--- config.mk ---
export PLATFORM = sky130hd
export DESIGN_NAME = cvg_div_cell
export DESIGN_NICKNAME = d
export VERILOG_FILES = /design/src/rtl/cvg_pkg.sv /design/src/rtl/cvg_div_cell.sv
export SDC_FILE = /design/constraint.sdc
export NUM_CORES = 1
export LEC_CHECK = 0
export ABC_CLOCK_PERIOD_IN_PS = 1100
export BUFFER_PORTS_ARGS = -buffer_cell sky130_fd_sc_hd__buf_2
export CAP_MARGIN = 20
export CORE_ASPECT_RATIO = 1.1
export CORE_UTILIZATION = 30
export DETAILED_ROUTE_END_ITERATION = 6
export GPL_ROUTABILITY_DRIVEN = 0
export SYNTH_ARGS = -nofsm -noshare
export SYNTH_HDL_FRONTEND = slang
export SYNTH_SLANG_ARGS = --single-unit
export TNS_END_PERCENT = 5
--- constraint.sdc ---
create_clock -name clk -period 1.1 [get_ports clk]
set_input_delay 0.22 -clock clk [delete_from_list [all_inputs] [get_ports clk]]
set_output_delay 0.22 -clock clk [all_outputs]
set_load 0.005 [all_outputs]
--- src/rtl/cvg_pkg.sv ---
package cvg_pkg;

	localparam int RADIUS_W = 16;
	localparam int COUNT_W  = 13;
	localparam int IDX_W    = 12;
	localparam int PHASE_W  = 16;
	localparam int STAGES   = 16;
	localparam int DIV_W    = IDX_W + PHASE_W;
	localparam int REM_W    = COUNT_W;
	localparam int VEC_W    = 32;
	localparam int COORD_W  = RADIUS_W + 1;
	localparam int SHIFT_W  = 5;
	localparam int PROD_W   = RADIUS_W + 1 + VEC_W;
	localparam int FRAC     = 30;
	localparam int SUM_W    = PROD_W - FRAC + 1;

	localparam logic [VEC_W-1:0] GAIN_Q30 = 32'd652032874;
	localparam logic [VEC_W-1:0] QUARTER  = 32'h4000_0000;
	localparam logic [VEC_W-1:0] HALF     = 32'h8000_0000;
	localparam logic [COUNT_W-1:0] COUNT_RESET = 13'd30;

	typedef enum logic {
		REG_RADIUS = 1'b0,
		REG_POINT_COUNT = 1'b1
	} reg_index_t;

	typedef struct packed {
		logic               valid;
		logic [REM_W-1:0]   rem;
		logic [DIV_W-1:0]   num;
		logic [PHASE_W-1:0] quo;
	} div_stage_t;

	typedef struct packed {
		logic             valid;
		logic             neg;
		logic [VEC_W-1:0] x;
		logic [VEC_W-1:0] y;
		logic [VEC_W-1:0] z;
	} cordic_stage_t;

	// arctangent of 2^-i in 2^32 units per turn
	function automatic logic [VEC_W-1:0] atan_turn(input logic [SHIFT_W-1:0] i);
		logic [VEC_W-1:0] v;
		case (i)
			5'd0:  v = 32'h2000_0000;
			5'd1:  v = 32'h12E4_051E;
			5'd2:  v = 32'h09FB_385B;
			5'd3:  v = 32'h0511_11D4;
			5'd4:  v = 32'h028B_0D43;
			5'd5:  v = 32'h0145_D7E1;
			5'd6:  v = 32'h00A2_F61E;
			5'd7:  v = 32'h0051_7C55;
			5'd8:  v = 32'h0028_BE53;
			5'd9:  v = 32'h0014_5F2F;
			5'd10: v = 32'h000A_2F98;
			5'd11: v = 32'h0005_17CC;
			5'd12: v = 32'h0002_8BE6;
			5'd13: v = 32'h0001_45F3;
			5'd14: v = 32'h0000_A2FA;
			5'd15: v = 32'h0000_517D;
			5'd16: v = 32'h0000_28BE;
			5'd17: v = 32'h0000_145F;
			5'd18: v = 32'h0000_0A30;
			5'd19: v = 32'h0000_0518;
			5'd20: v = 32'h0000_028C;
			5'd21: v = 32'h0000_0146;
			5'd22: v = 32'h0000_00A3;
			5'd23: v = 32'h0000_0051;
			default: v = '0;
		endcase
		return v;
	endfunction

endpackage

--- src/rtl/cvg_div_cell.sv ---
module cvg_div_cell (
	input  logic                      clk,
	input  logic                      arst_n,
	input  logic                      adv,
	input  logic [cvg_pkg::REM_W-1:0] den,
	input  cvg_pkg::div_stage_t       d,
	output cvg_pkg::div_stage_t       q
);
	import cvg_pkg::*;

	logic [REM_W:0]   trial;
	logic             ge;
	div_stage_t       nxt;

	// one restoring step: bring down the top dividend bit
	always_comb begin
		trial = {d.rem, d.num[DIV_W-1]};
		ge = trial >= {1'b0, den};
		nxt.valid = d.valid;
		nxt.rem = ge ? REM_W'(trial - {1'b0, den}) : trial[REM_W-1:0];
		nxt.num = {d.num[DIV_W-2:0], 1'b0};
		nxt.quo = {d.quo[PHASE_W-2:0], ge};
	end

	always_ff @(posedge clk or negedge arst_n) begin
		if (!arst_n) begin
			q <= '0;
		end else if (adv) begin
			q <= nxt;
		end
	end

endmodule

# Yosys cells after proc, flatten, opt, wreduce, memory -nomap -nowiden
# Cells that the tools add are included.
# W data, S select, Z words.
[word_totals]
regBits = 57
out_inout_bits = 58
wordCells = 7
[op_classes]
add_sub_neg = 1
n_lt_le_gt_ge = 1
muxes = 1
[ops]
columns = ["op", "n"]
rows = [
  ["$ge A14 B13 Y1", 1],
  ["$mux W13", 1],
  ["$sub A13 B13 Y13", 1],
]

# Longest topological paths before layout
# Gate-level depths: netlist of the first run.
[depth]
ltp_word = 2
depth_mapped = 11
mapped_depth_nobuf = 9

# Least setup slack after synthesis of the first run
# Ideal clock, no wire load.
[synth_timing]
kind = "input to register"
startpoint = "input port d[43] (netlist bit)"
endpoint = "register q[52] (netlist bit)"
setup_time_ns = 0.082
arrival_ns = 2.035
slack_ns = -1.017
path_stages = 10
n_path_buf = 1
path_cell_list = "inv_1 > ha_1 > fa_1 > nor2b_1 > o2111ai_1 > nand4b_1 > a31oi_1 > buf_4 > or3b_1 > a31oi_1"
[synth_via]
elab_chain_cells = 2
[synth_rtl]
columns = ["item", "line_no", "rtl"]
rows = [
  ["start, declared", "cvg_div_cell.sv:6", "input cvg_pkg::div_stage_t d,"],
  ["$sub A13 B13 Y13 or $ge A14 B13 Y1 (tied branches)", "cvg_div_cell.sv:20, cvg_div_cell.sv:18", ""],
  ["$mux W13 (*)", "cvg_div_cell.sv:20", "nxt.rem = ge ? REM_W'(trial - {1'b0, den}) : trial[REM_W-1:0];"],
  ["end signal, assigned", "cvg_div_cell.sv:29", "q <= nxt;"],
  ["end, declared", "cvg_div_cell.sv:7", "output cvg_pkg::div_stage_t q"],
]
# Every way passes the cells marked *; elsewhere a longest branch is shown, timed or not.
# A chain may end at the register's enable or synchronous reset.

# Worst setup path after layout of the first run
[layout_timing]
startpoint = "input port d[43] (netlist bit)"
endpoint = "register q[55] (netlist bit)"
# The elaborated chain is that of the path after synthesis.

==> results.md, run 1 <==
- Leaving out filler cells and counting taps, the final layout contains between 500 and 600.
- Entering global routing, the biggest net connects 58 pins.
- In the synthesized netlist the dominant register cell turns out to be dfrtp_1.
- Data on the critical path arrives at its endpoint at about 2.1 ns.
- The worst path uses 170% of the clock period.
- After detailed routing, the average wire length per cell comes to ~13 um.
- The synthesized design devotes to its leading area cell type between 40% and 50% of total area.
- The final reports fail on setup timing.
- The worst hold path was traced through 2 stages.
- The number of flops mapped to enable cells by yosys is 0.
- After synthesis, the largest family of logic cells by area is multiplexers.
- STA puts the critical path data required time at between 1 and 1.5 ns.
- In the post-route analysis, the smallest setup slack over all paths is -0.773 ns.
- The clock tree from TritonCTS is built.
- On the final layout, the worst clock skew is 0 ns.
- The total core area is roughly 9500 um2.
- Static timing analysis puts the maximum clock frequency at between 500 and 600 MHz.
- The post-synthesis adder-cell area fraction is under 10%.
- Of the cells placed in the final design, the portion with a size suffix greater than 1 is 58.3%.
- Along the worst path, the maximum fanout reaches 4.
- In the routed design, unresolved DRC markers number 0.
- Measured against the total synthesized area, the mux share comes to between 10% and 20%.
- The maximum VDD drop is 0.430 mV.
- The max-slew violation total from the final report is 0.
- The site row count is 37.
- The master of the slowest instance on the critical path is or4_1.
- After Yosys synthesis, and, or, nand and nor cells account for 9.57% of the synthesized area.
- In the routed layout, each cell is associated on average with a via count of approximately 4.5.
- The cell count of the worst reg-to-reg path is 3.
- Ranked by total cell area, the synthesized netlist is headed by dfrtp_1, mux2_2, ha_1.
- During synthesis, Yosys emitted a total of 0 warnings.
- Grouping stages by cell kind, the critical path spends the most delay in simple AND/OR/NAND/NOR gates.
- The number of buffers added by the clock tree synthesis step is 9.
- The analysis attributes to cell leakage a power of approximately 0.0022 uW.
- After synthesis, the netlist uses 41 different library cells.
- Once placement completed, the tool counted placed cells totaling around 550.
- The area growth from synthesis to layout is 53.3%.
- Measured on the finished design, the core utilization comes to between 40% and 50%.
- The top-level port count is around 130.
- Counting along the longest clock path gives a buffer depth of 2.
- Of all cell types, the one taking the most synthesized area is dfrtp_1.
- The register name with the most flops is q.
- The number of endpoints failing setup at the final stage is 14.
- The critical path start-end classification is input port to flop.
- When the netlist entered floorplanning its net count stood at approximately 350.
- For this configuration, the core starts out at a cell density of between 30% and 40%.
- At the later pin of the worst-skew pair, clock insertion delay measures roughly 0.32 ns.
- The number of iterations in the first detailed-routing pass is 5.
- The startpoint kind of the worst setup timing path is an input port.
- Summed over all layers, the routed wires come to 7260 um.
- The async set-reset flop share out of synthesis is 100%.
- Summing the areas of all compound-gate instances in the mapped netlist gives ~11% of the synthesized area.
- After synthesis, the most frequently instantiated cells are dfrtp_1, mux2_2, nor2_1.
- The final hold violation count is 0.
- The overall power consumption is a little under 6000 uW.
- The synthesized area per cell is 11.2 um2.
- On the worst path, the slowest cell contributes a delay of just over 0.5 ns.
- The power density relative to cell area is 1280 nW/um2.
- 0 antenna diodes ended up in the layout.
- The wire-length estimate of the detail-placed layout is approximately 5800 um.
- The synthesized netlist devotes under 10% of its cell area to XOR and XNOR gates.
- The global-route wire length before repair is approximately 12000 um.
- The number of global-route vias before repair is ~2600.
- The synthesized flop and latch total is 57.
- The pre-CTS worst setup slack is -1.24 ns.
- Traced cell by cell, the critical path runs through buf_12 -> inv_12 -> ha_4 -> fa_2 -> nor2b_4 -> o2111ai_2 -> nand4b_1 -> a31oi_4 -> or4_1 -> a31oi_1.
- Yosys instantiated no cell more often than dfrtp_1.
- Port buffering added roughly 130 buffers.
- The critical path contains buffers and inverters numbering 2 combined.
- The flow ran to the end, but the final reports show violations.
- The share of the Yosys chip area taken by registers is 48.1%.
- Global routing finished with a remaining overflow of 0.
- The cell chosen for the clock root is clkbuf_8.
- The number of cells produced by synthesis is approximately 260.
- The post-synthesis instance area is a little under 3000 um2.
- Setup repair after global routing could not meet its margin everywhere.
- Once layout is done, the placed cells without fillers occupy approximately 4500 um2.
- The initial DRC count is 53.
- Clock tree synthesis found a total of 57 sinks.
- In the final layout, the registers with the most flip-flops are q: 57 flops.
- Global routing consumed, over all layers together, about 15% of the routing resources.
- Fill cells in the final layout number ~900.
- The clock transition time at the flip-flop clock pins of the worst setup and hold paths is approximately 0.060 ns.
- The die extent in y is about 110 um.
- The horizontal extent of the die is approximately 97 um.
- The die footprint is 10300 um2.
- The number of antenna violations at the first check in global routing is 0.
- The logic depth of the worst path, buffers included is 10.
- In the final design database the tool counted about 540 nets.
- The smallest clock period supported by the final layout is computed as 1.87 ns.
- In this run the cell area measured after placement is 4240 um2.
- The number of flip-flops under the largest register name is 57.
- CTS built an H-tree with a depth of 3.
- The number of maximum-capacitance violations is 0.
- The via count of the routed design is ~2600.
- In this run the worst hold path is classified as input port to flop.
- STA classifies the critical path endpoint as a flop.
- The number of antenna-violating nets in the routed design is 0.
-- placed cells by master (no fill, tap or decap), drive strengths merged, types with 3 or more instances in the layout --
cell type	Yosys	layout
xor2	3	3
nor3b	4	4
mux2	43	43
inv	17	17
o21ai	5	5
nand2	13	13
or2	3	3
nand3	3	3
a31oi	9	9
xnor2	4	4
ha	13	13
a21o	6	6
mux2i	7	7
dfrtp	57	57
a21oi	15	15
nor2	20	20
buf	6	185
a211oi	3	3
clkbuf	8	13
-- power breakdown --
| group | switching (uW) | internal, uW |
|---|---|---|
| combinational | 701 | 911 |
| clock | 768 | 986 |
| sequential | 121 | 2350 |
| total | 1590 | 4240 |
-- layout make-up --
type / instances / area (um2) / area share (%)
Sequential cell: 57 / 1430 / 31.4
Inverter: 17 / 78.8 / 1.73
Multi-Input combinational cell: 176 / 1540 / 33.9
Tap cell: 117 / 146 / 3.22
Clock inverter: 2 / 12.5 / 0.275
Clock buffer: 13 / 169 / 3.71
Timing Repair Buffer: 186 / 1170 / 25.8
-- kinds of logic (layout without fill, tap and decap cells) --
| kind of cell | Yosys count | in the layout |
|---|---|---|
| mux | 50 | 50 |
| fa+ha+maj | 14 | 14 |
| xor+xnor | 7 | 7 |
| flops | 57 | 57 |
| simple gates | 57 | 57 |
| buf+inv | 31 | 218 |
| compound gates | 47 | 47 |
| other cells | 1 | 1 |
-- routing by layer --
metal / track usage (%) / share of wire (%)
met3: 3.62 / 4.1
met5: 0 / 0
met1: 18.1 / 45
met2: 24.2 / 50
met4: 6.40 / 1.1
-- final timing paths --
| path | startpoint | end | slack, ns |
|---|---|---|---|
| max in group asynchronous | arst_n | q[29] | 0.42 |
| max | d[43] | q[55] | -0.77 |
| min | d[6] | q[7] | 0.12 |
| min in group asynchronous | arst_n | q[42] | 0.42 |
| max reg2reg | q[56] | q[56] | 0.25 |
| min reg2reg | q[23] | q[23] | 0.50 |
-- per-stage QoR --
stage / TNS (ns) / hold WS, ns
2_1_floorplan: -18.10 / -0.0756
3_3_place_gp: -14.62 / 0.242
3_5_place_dp: -15.59 / 0.246
4_1_cts: -8.81 / 0.0964
5_1_grt: -10.13 / 0.0889
6_report: -8.76 / 0.119
-- repair_timing --
action | in CTS | in global routing
pin swaps | 10 | 2
hold endpoints to repair | 57 | 0
hold buffers | 1 | 0
gates resized for setup | 12 | 6
setup buffers | 3 | 0
setup endpoints to repair | 16 | 36
(Power assumes the default switching activity.)
==> run 2, diff against run 1 <==
- CORE_UTILIZATION: 30 -> 40
- PLACE_DENSITY_LB_ADDON: unset -> 0.15
==> run 2 against run 1 <==
The flow finishes with violations (DRC, setup timing). Design area fell by 0.94%. Clock power is 23% higher. Count of clock-buffer cells in the layout shrank 2. Combinational power about the same. Sequential cell count unchanged. Die area is 25% lower. Hold slack lost 0.0037 ns. Clock skew unchanged. Cell count shrank 6.0%. Global-route usage up 4.5 points. Largest power group unchanged.
==> results.md, run 2 (synthesized netlist as in run 1, its figures left out) <==
- Dividing the detail-routed wire length by the instance count gives roughly 13 um.
- The global-route total usage across every layer is about a fifth.
- The number of global-route vias before repair is approximately 2500.
- After layout, the worst setup slack is -0.718 ns.
- In this run the power spent charging and discharging nets is approximately 1600 uW.
- The sequential power share is slightly below 40%.
- The class of the most critical hold timing path is input port to flop.
- The share of total power dissipated in the clock network is 34.6%.
- The die extent in y is 92.3 um.
- Of all nets on the critical path, the largest fanout is 4.
- The maximum VDD drop is approximately 0.74 mV.
- For this configuration, the core starts out at a cell density of around two fifths.
- The wire-length estimate of the detail-placed layout is roughly 5600 um.
- The library cell used most frequently in the layout, excluding fill and tap cells, is buf_2.
- The worst path in the final design needs a cycle of between 1.5 and 2 ns, including I/O delays and setup.
- The global-route wire length before repair is ~12000 um.
- The largest registers in the layout are q: 57 flops.
- The relative contribution of combinational cells to total power is between 20% and 30%.
- The number of antenna violations at the first check in global routing is 0.
- The flow ran to the end, but the final reports show violations.
- STA puts the critical path data required time at ~1.3 ns.
- After the first detailed-routing iteration, the DRC count stood at 67.
- Timing would allow up to 550 MHz.
- The via count of the routed design is 2560.
- After detailed routing, the total wire length is just over 7000 um.
- The arrival time of the worst setup path is ~2.0 ns.
- Relative to the synthesized area, the layout overhead comes to 51.9%.
- The endpoint class of the critical path is a flop.
- At the later pin of the worst-skew pair, clock insertion delay measures 0.32 ns.
- The clock transition time at the flip-flop clock pins of the worst setup and hold paths is approximately 0.070 ns.
- For this run, the share of the core covered by cells in the final layout is 63.6%.
- In the finished design, the share of the clock period the worst path needs comes to 165%.
- 0 antenna diodes ended up in the layout.
- The startpoint kind of the worst setup timing path is an input port.
- The share of total power consumed by net switching is around a quarter.
- The critical path start-end classification is input port to flop.
- The power density relative to cell area is 1380 nW/um2.
- After the last flow step, the layout net total stands at around 530.
- After detailed routing, the number of remaining DRC violations is 20.
- Setup repair after global routing could not meet its margin everywhere.
- The clock tree skew after final layout is 0 ns.
- The number of iterations in the first detailed-routing pass is 6.
- The number of flip-flops under the largest register name is 57.
- The checks that failed: DRC, setup timing.
- Setup violations remaining at the end of the flow were counted as 14.
- The top-level port count is ~130.
- The number of buffers added by the clock tree synthesis step is 9.
- TritonCTS built the clock tree.
- The number of maximum-capacitance violations is 0.
- The max-slew violation total from the final report is 0.
- For this run the aggregate overflow at the end of global routing stands at 0.
- Counting flops per register, the top entry is q.
- Cell internal power was estimated by the tool at between 4000 and 5000 uW.
- The deepest level of the CTS H-tree is 3.
- The overall power consumption is a little over 6000 uW.
- The site row count is 32.
- In this run the horizontal extent of the chip is 84.1 um.
- The die footprint is ~7800 um2.
- The buffer levels on the longest clock path is 2.
- The fraction of layout cells with a size suffix above 1 is between 50% and 60%.
- The mean number of vias per cell is roughly 4.8.
- The tree is rooted in a clkbuf_8.
- The total core area is 7090 um2.
- In this run the static leakage power is 0.00224 uW.
- The number of antenna-violating nets in the routed design is 0.
- The number of sinks on the clock net is 57.
- The final hold violation count is 0.
- The count of port buffers added during placement is ~130.
- In the layout the commonest cells are buf_2, dfrtp_1, buf_4, mux2_2, nor2_1.
- Entering global routing, the biggest net connects 37 pins.
-- run 2: final cells by class --
| class | instances | area, um2 |
|---|---|---|
| fill | 620 | 2580 |
| multi-input combinational | 176 | 1540 |
| sequential | 57 | 1430 |
| timing repair buffer | 183 | 1140 |
| clock buffer | 11 | 141 |
| tap | 85 | 106 |
| clock inverter | 5 | 78.8 |
| inverter | 17 | 78.8 |
-- run 2: worst max-delay path, cell delays in order --
cell and delay [ns]:
buf_12 0.09, inv_12 0.03, ha_4 0.15, fa_2 0.36, nor2b_4 0.14, o2111ai_2 0.14, nand4b_1 0.21, a31oi_4 0.13
buf_4 0.17, and3_4 0.17, a211o_1 0.22
-- run 2: stage by stage --
stage / setup TNS, ns / instances / setup WS (ns) / instance area (um2) / hold slack [ns]
after floorplan: -18.10 / 264 / -0.927 / 3050 / -0.0756
after global placement: -14.61 / 514 / -1.13 / 4160 / 0.123
after detailed placement: -15.71 / 514 / -1.22 / 4160 / 0.139
after CTS: -9.41 / 534 / -0.710 / 4430 / 0.0961
after global routing: -10.07 / 534 / -0.784 / 4510 / 0.104
final: -8.67 / 534 / -0.718 / 4510 / 0.116
-- run 2: final timing paths --
check	cells after the start	slack, ns	end	from
worst max-delay path	11	-0.72	q[53]	d[43]
worst min-delay path	2	0.12	q[34]	d[33]
worst max register to register	3	0.28	q[56]	q[56]
worst min register to register	1	0.50	q[43]	q[43]
max in group asynchronous	3	0.35	q[37]	arst_n
min in group asynchronous	2	0.31	q[46]	arst_n
-- run 2: repair_timing --
action	4_1_cts	5_1_grt
endpoints found under the setup margin	16	22
hold buffers	1	0
pin swaps	7	7
resized for setup	3	13
endpoints found under the hold margin	9	0
buffers inserted	3	0
-- run 2: per-layer routing --
metal | GRT usage (%) | vias up | share of wire, % | wire [um]
li1 | - | 1290 | - | -
met1 | 22.8 | 1189 | 42 | 2970
met2 | 34.0 | 74 | 52 | 3660
met3 | 3.74 | 7 | 4.6 | 322
met4 | 7.76 | 0 | 1.4 | 96
met5 | 0 | - | 0 | 0
-- run 2: power groups by stage --
stage	sequential (uW)	clock [uW]	combinational (uW)
after floorplan	2530	0	732
after global placement	2490	0	1520
after detailed placement	2500	0	1540
after CTS	2470	2220	1570
after global routing	2490	2300	1760
final	2460	2150	1600
